## src/rtl/core/sdnt_pkg.sv

```systemverilog
// Shared types and constants for the sequence dedup / NACK tracker.
// No dependencies.
package sdnt_pkg;

    localparam int SEQ_W   = 15;
    localparam int LEN_W   = 12;
    localparam int HDR_W   = 16;
    localparam int CFG_W   = 16;
    localparam int LIMIT_W = 6;
    localparam int TICK_W  = 16;
    localparam int RED_FLAG_BIT = 15;

    localparam logic [LEN_W-1:0]   MIN_LEN      = 12'd162;
    localparam logic [LEN_W-1:0]   MIN_RED_LEN  = 12'd324;
    localparam logic [LIMIT_W-1:0] LIMIT_CAP    = 6'd62;
    localparam logic [TICK_W-1:0]  TICK_MAX     = 16'hFFFF;
    localparam logic [SEQ_W-1:0]   RST_LOOK_BACK = 15'd100;
    localparam logic [SEQ_W-1:0]   RST_GUARD_GAP = 15'd4;
    localparam logic [LIMIT_W-1:0] RST_LIMIT     = 6'd62;
    localparam logic [TICK_W-1:0]  RST_INTERVAL  = 16'd20;

    typedef enum logic [1:0] {
        CFG_LOOK_BACK     = 2'd0,
        CFG_GUARD_GAP     = 2'd1,
        CFG_REPORT_LIMIT  = 2'd2,
        CFG_SCAN_INTERVAL = 2'd3
    } cfg_idx_t;

    typedef enum logic {
        KIND_FORWARD = 1'b0,
        KIND_MISSING = 1'b1
    } kind_t;

    // which sequence a read, mark or result refers to
    typedef enum logic [1:0] {
        SRC_PRIMARY   = 2'd0,
        SRC_REDUNDANT = 2'd1,
        SRC_SCAN      = 2'd2
    } seq_src_t;

    typedef enum logic [3:0] {
        ST_CLEAR,
        ST_IDLE,
        ST_P_RD,
        ST_P_CHK,
        ST_R_RD,
        ST_R_CHK,
        ST_SC_DEC,
        ST_SC_INIT,
        ST_SCAN,
        ST_FLUSH
    } state_t;

    typedef struct packed {
        logic     clr_step;
        logic     latch;
        logic     tick;
        logic     upd_high;
        logic     rd_en;
        seq_src_t src;
        logic     mark;
        logic     push;
        logic     scan_take;
        logic     scan_init;
        logic     scan_step;
        logic     scan_issue;
        logic     flush;
    } cmd_t;

    typedef struct packed {
        logic clr_done;
        logic is_tick;
        logic len_ok;
        logic red_ok;
        logic seen;
        logic res_ok;
        logic scan_due;
        logic scan_nonempty;
        logic scan_hit;
        logic scan_more;
    } status_t;

endpackage

```

## src/rtl/core/sdnt_controller.sv

```systemverilog
// Controller state machine: sequences bitmap clear, dedup checks, the
// missing scan and the final flush. Uses sdnt_pkg.
module sdnt_controller (
    input  logic              clk,
    input  logic              rst_n,
    input  logic              in_valid,
    output logic              in_ready,
    input  sdnt_pkg::status_t sts,
    output sdnt_pkg::cmd_t    cmd
);
    sdnt_pkg::state_t state_reg;
    sdnt_pkg::state_t state_next;

    always_ff @(posedge clk or negedge rst_n)
    begin
        if (!rst_n)
            state_reg <= sdnt_pkg::ST_CLEAR;
        else
            state_reg <= state_next;
    end

    always_comb
    begin
        state_next = state_reg;
        in_ready   = 1'b0;
        cmd        = '0;
        cmd.src    = sdnt_pkg::SRC_PRIMARY;
        case (state_reg)
            sdnt_pkg::ST_CLEAR:
            begin
                cmd.clr_step = 1'b1;
                if (sts.clr_done)
                    state_next = sdnt_pkg::ST_IDLE;
            end
            sdnt_pkg::ST_IDLE:
            begin
                in_ready = 1'b1;
                if (in_valid)
                begin
                    cmd.latch = 1'b1;
                    if (sts.is_tick)
                        cmd.tick = 1'b1;
                    else if (sts.len_ok)
                    begin
                        cmd.upd_high = 1'b1;
                        state_next   = sdnt_pkg::ST_P_RD;
                    end
                end
            end
            sdnt_pkg::ST_P_RD:
            begin
                cmd.rd_en  = 1'b1;
                state_next = sdnt_pkg::ST_P_CHK;
            end
            sdnt_pkg::ST_P_CHK:
            begin
                if (sts.seen || sts.res_ok)
                begin
                    cmd.mark   = !sts.seen;
                    cmd.push   = !sts.seen;
                    state_next = sts.red_ok ? sdnt_pkg::ST_R_RD : sdnt_pkg::ST_SC_DEC;
                end
            end
            sdnt_pkg::ST_R_RD:
            begin
                cmd.src    = sdnt_pkg::SRC_REDUNDANT;
                cmd.rd_en  = 1'b1;
                state_next = sdnt_pkg::ST_R_CHK;
            end
            sdnt_pkg::ST_R_CHK:
            begin
                cmd.src = sdnt_pkg::SRC_REDUNDANT;
                if (sts.seen || sts.res_ok)
                begin
                    cmd.mark   = !sts.seen;
                    cmd.push   = !sts.seen;
                    state_next = sdnt_pkg::ST_SC_DEC;
                end
            end
            sdnt_pkg::ST_SC_DEC:
            begin
                if (sts.scan_due)
                begin
                    cmd.scan_take = 1'b1;
                    state_next = sts.scan_nonempty ? sdnt_pkg::ST_SC_INIT : sdnt_pkg::ST_FLUSH;
                end
                else
                    state_next = sdnt_pkg::ST_FLUSH;
            end
            sdnt_pkg::ST_SC_INIT:
            begin
                cmd.scan_init = 1'b1;
                state_next    = sdnt_pkg::ST_SCAN;
            end
            sdnt_pkg::ST_SCAN:
            begin
                // read of entry i overlaps the check of entry i-1
                cmd.src = sdnt_pkg::SRC_SCAN;
                if (!sts.scan_hit || sts.res_ok)
                begin
                    cmd.scan_step  = 1'b1;
                    cmd.push       = sts.scan_hit;
                    cmd.scan_issue = sts.scan_more;
                    cmd.rd_en      = sts.scan_more;
                    state_next = sts.scan_more ? sdnt_pkg::ST_SCAN : sdnt_pkg::ST_FLUSH;
                end
            end
            sdnt_pkg::ST_FLUSH:
            begin
                if (sts.res_ok)
                begin
                    cmd.flush  = 1'b1;
                    state_next = sdnt_pkg::ST_IDLE;
                end
            end
            default:
                state_next = sdnt_pkg::ST_IDLE;
        endcase
    end

endmodule

```

## config.mk

```make
export PLATFORM = sky130hd
export DESIGN_NAME = sdnt_controller
export DESIGN_NICKNAME = d
export VERILOG_FILES = /design/src/rtl/core/sdnt_pkg.sv /design/src/rtl/core/sdnt_controller.sv
export SDC_FILE = /design/constraint.sdc
export NUM_CORES = 1
export LEC_CHECK = 0
export ABC_AREA = 1
export BUFFER_PORTS_ARGS = -buffer_cell sky130_fd_sc_hd__buf_2
export CORE_AREA = 3 3 40 42
export CTS_CLUSTER_SIZE = 25
export DETAILED_ROUTE_END_ITERATION = 12
export DIE_AREA = 0 0 43 45
export HOLD_SLACK_MARGIN = 0.06
export PLACE_DENSITY = 0.71
export SKIP_LAST_GASP = 1
export SLEW_MARGIN = 10
export SYNTH_ARGS = -nofsm -noshare
export SYNTH_HDL_FRONTEND = slang
export SYNTH_SLANG_ARGS = --single-unit
```

## constraint.sdc

```tcl
create_clock -name clk -period 1.6 [get_ports clk]
set_input_delay 0.48 -clock clk [delete_from_list [all_inputs] [get_ports clk]]
set_output_delay 0.48 -clock clk [all_outputs]
set_load 0.02 [all_outputs]
```

==> results.py <==
metrics = {
    "status": {
        "run_status": "finished, violations left",
        "violations": "setup timing",
    },
    "critical_path": {
        "path_max_fanout": 5,
        "r2r_slack_ps": 110,
        "rr_endpoint": "state_reg[3]$_DFFE_PN0P_",
        "crit_arrival_ps": 1390,
        "rr_worst_depth": 8,
        "cp-start-kind": "register",
        "r2r_start": "state_reg[3]$_DFFE_PN0P_",
        "worstSetupPathType": "register to primary output",
        "cp.required_ps": 1120,
        "critPathCaptureType": "primary output",
    },
    "clock_network": {
        "cts_tree": "yes",
        "clock_path_buffers": 2,
        "clock_sinks": 4,
        "path_clk_slew_ps": 40,
        "cts_root_buf": "clkbuf_4",
        "numCtsBuffers": 3,
        "clock_latency_ps": 230,
        "cts-htree-levels": 1,
    },
    "grt": {
        "grt_busiest_layer": "met2",
        "track_usage": 0.214,
        "grt_first_pass_wirelength_um": 3170,
        "use_met2": 0.407,
        "use_met1": 0.237,
        "grt_max_degree": 6,
        "met3_usage": 0.0438,
        "grt_overflow_total": 0,
        "first_global_vias": 790,
        "antenna_found_initial": 0,
    },
    "placement": {
        "hpwlAfterDp_um": 1420,
        "place_area_um2": 883,
        "io_buffers": 27,
        "place_congestion": 0.912,
    },
    "cells_and_area": {
        "layout.nets": 167,
        "drive_gt1_frac": 0.592,
        "antenna_cells": 0,
        "area_growth_pct": 115,
        "utilization": 0.853,
        "fin_area_um2": 1100,
        "largest_register_ffs": 4,
    },
    "floorplan": {
        "start_util": 0.397,
        "die_w_um": 43,
        "die_area_um2": 1940,
        "row_count": 13,
        "boundaryPins": 28,
        "die_h_um": 45,
        "coreArea_um2": 1280,
    },
    "sta": {
        "slew_viol_final": 0,
        "setup_viol": 15,
        "clock_skew_ps": 2.03,
        "rsz0062_at_grt": "yes",
        "maxClockFrequency_mhz": 535,
        "worst_slew_pin_slew_ps": 378,
        "period_share": 1.17,
        "timing.final.ws_setup_ps": -269,
        "finalHoldViolations": 0,
        "hold_ws_ps": 576,
        "relSlewSlack": 0.746,
        "finalCriticalPeriod_ps": 1870,
    },
    "power_and_ir_drop": {
        "leakage_nw": 0.619,
        "max-vdd-ir-drop_uv": 986,
        "swShare": 0.499,
        "power_density_nw_per_um2": 1800,
        "p_total_mw": 1.97,
        "p_sw_mw": 0.983,
        "power.internal_mw": 0.988,
        "combPwrFrac": 0.822,
        "power_frac_seq": 0.116,
        "clockPowerShare": 0.062,
    },
    "logic_synthesis": {
        "syn_area_um2": 510,
        "yosys_warnings": 0,
        "synth_cell_types": 18,
        "yosysTopAreaCell": "nand2_1",
        "yosysTopAreaCellShare": 0.199,
        "syn_area_per_cell_um2": 5.49,
        "syn_inst": 93,
        "synthTopCellsByArea": "nand2_1 20%, dfrtp_1 20%, nor2_1 14%",
        "synth_seq_cells": 4,
        "syn_nets": 106,
        "ys_seq_area_frac": 0.196,
    },
    "drt": {
        "wirelength_um": 1970,
        "wire_per_inst_um": 11.8,
        "viasPerCell": 4.71,
        "initialDrtViolationCount": 21,
        "drt_first_pass_iters": 4,
        "detail-route-antenna-nets": 0,
        "drcViolationCount": 0,
        "vias": 786,
    },
    "flow_run": {
        "drv_cap": 0,
    },
    "min_path": {
        "min_path_type": "input port to asynchronous set/reset pin",
    },
}
-- per-stage QoR --
| stage | std cells | setup slack (ps) | setup TNS (ps) |
|---|---|---|---|
| 3_3_place_gp | 156 | -143 | -368 |
| 4_1_cts | 163 | -274 | -2480 |
| 3_5_place_dp | 156 | -144 | -430 |
| 6_report | 167 | -269 | -2830 |
| 2_1_floorplan | 93 | -124 | -192 |
| 5_1_grt | 167 | -306 | -3660 |
-- power by group through the flow --
| stage | Combinational (mW) | Sequential [mW] | Clock (mW) |
|---|---|---|---|
| after floorplan | 0.778 | 0.222 | 0 |
| after global placement | 1.28 | 0.214 | 0 |
| after detailed placement | 1.29 | 0.216 | 0 |
| after CTS | 1.49 | 0.223 | 0.126 |
| after global routing | 1.76 | 0.236 | 0.131 |
| final | 1.62 | 0.229 | 0.123 |
-- routing by layer --
layer	share of wire	vias up
li1	-	408
met1	0.39	343
met2	0.54	35
met3	0.065	0
met4	0	0
met5	0	-
-- worst max-delay path, cell delays in order, from the launching register on --
cell and delay (ps):
dfrtp_2 450, inv_2 100, buf_6 100, nor2_4 30
nand2_2 70, nand2_2 60, or2_4 220, buf_6 130
-- kinds of logic (layout without fill, tap and decap cells) --
| group | after synthesis | in the layout | synth area share |
|---|---|---|---|
| flops | 4 | 4 | 0.196 |
| compound gates | 2 | 2 | 0.0245 |
| simple gates | 72 | 72 | 0.669 |
| buf+inv | 15 | 74 | 0.110 |
-- synth_stat cells (all sizes together) --
library cell  instances
and3                  1
dfrtp                 4
inv                  15
nand2                29
nand3                11
nand3b                1
nand4                 1
nor2                 24
nor3                  2
nor3b                 1
nor4                  1
o21ai                 1
o31ai                 1
or2                   1
-- worst max-delay path by stage --
stage	start	cells past startpoint	slack [ps]	endpoint
floorplan	state_reg[3]$_DFFE_PN0P_	5	-120	cmd[9]
global route	state_reg[2]$_DFFE_PN0P_	7	-310	cmd[9]
detailed placement	sts[4]	5	-140	cmd[9]
finish	state_reg[2]$_DFFE_PN0P_	7	-270	cmd[9]
global placement	sts[4]	5	-140	cmd[9]
CTS	state_reg[2]$_DFFE_PN0P_	7	-270	cmd[9]
-- layout by cell type, fill, tap and decap left out, drive strengths merged --
master,count
and3,1
buf,55
clkbuf,3
dfrtp,4
dlygate4sd3,1
inv,15
nand2,29
nand3,11
nand3b,1
nand4,1
nor2,24
nor3,2
nor3b,1
nor4,1
o21ai,1
o31ai,1
or2,1
-- layout make-up --
cell class | count | area [um^2]
tap | 15 | 18.8
inverter | 15 | 58.8
sequential | 4 | 104
fill | 87 | 189
clock buffer | 3 | 22.5
multi-input combinational | 74 | 465
timing repair buffer | 56 | 427
-- timing repair --
item | CTS | global route
hold buffers | 1 | 0
setup buffers | 3 | 4
cloned | 0 | 0
endpoints found under the hold margin | 4 | 0
endpoints found under the setup margin | 15 | 15
gates resized for setup | 34 | 8
pin swaps | 5 | 5
Note: power is estimated with default switching activity, not from simulation.
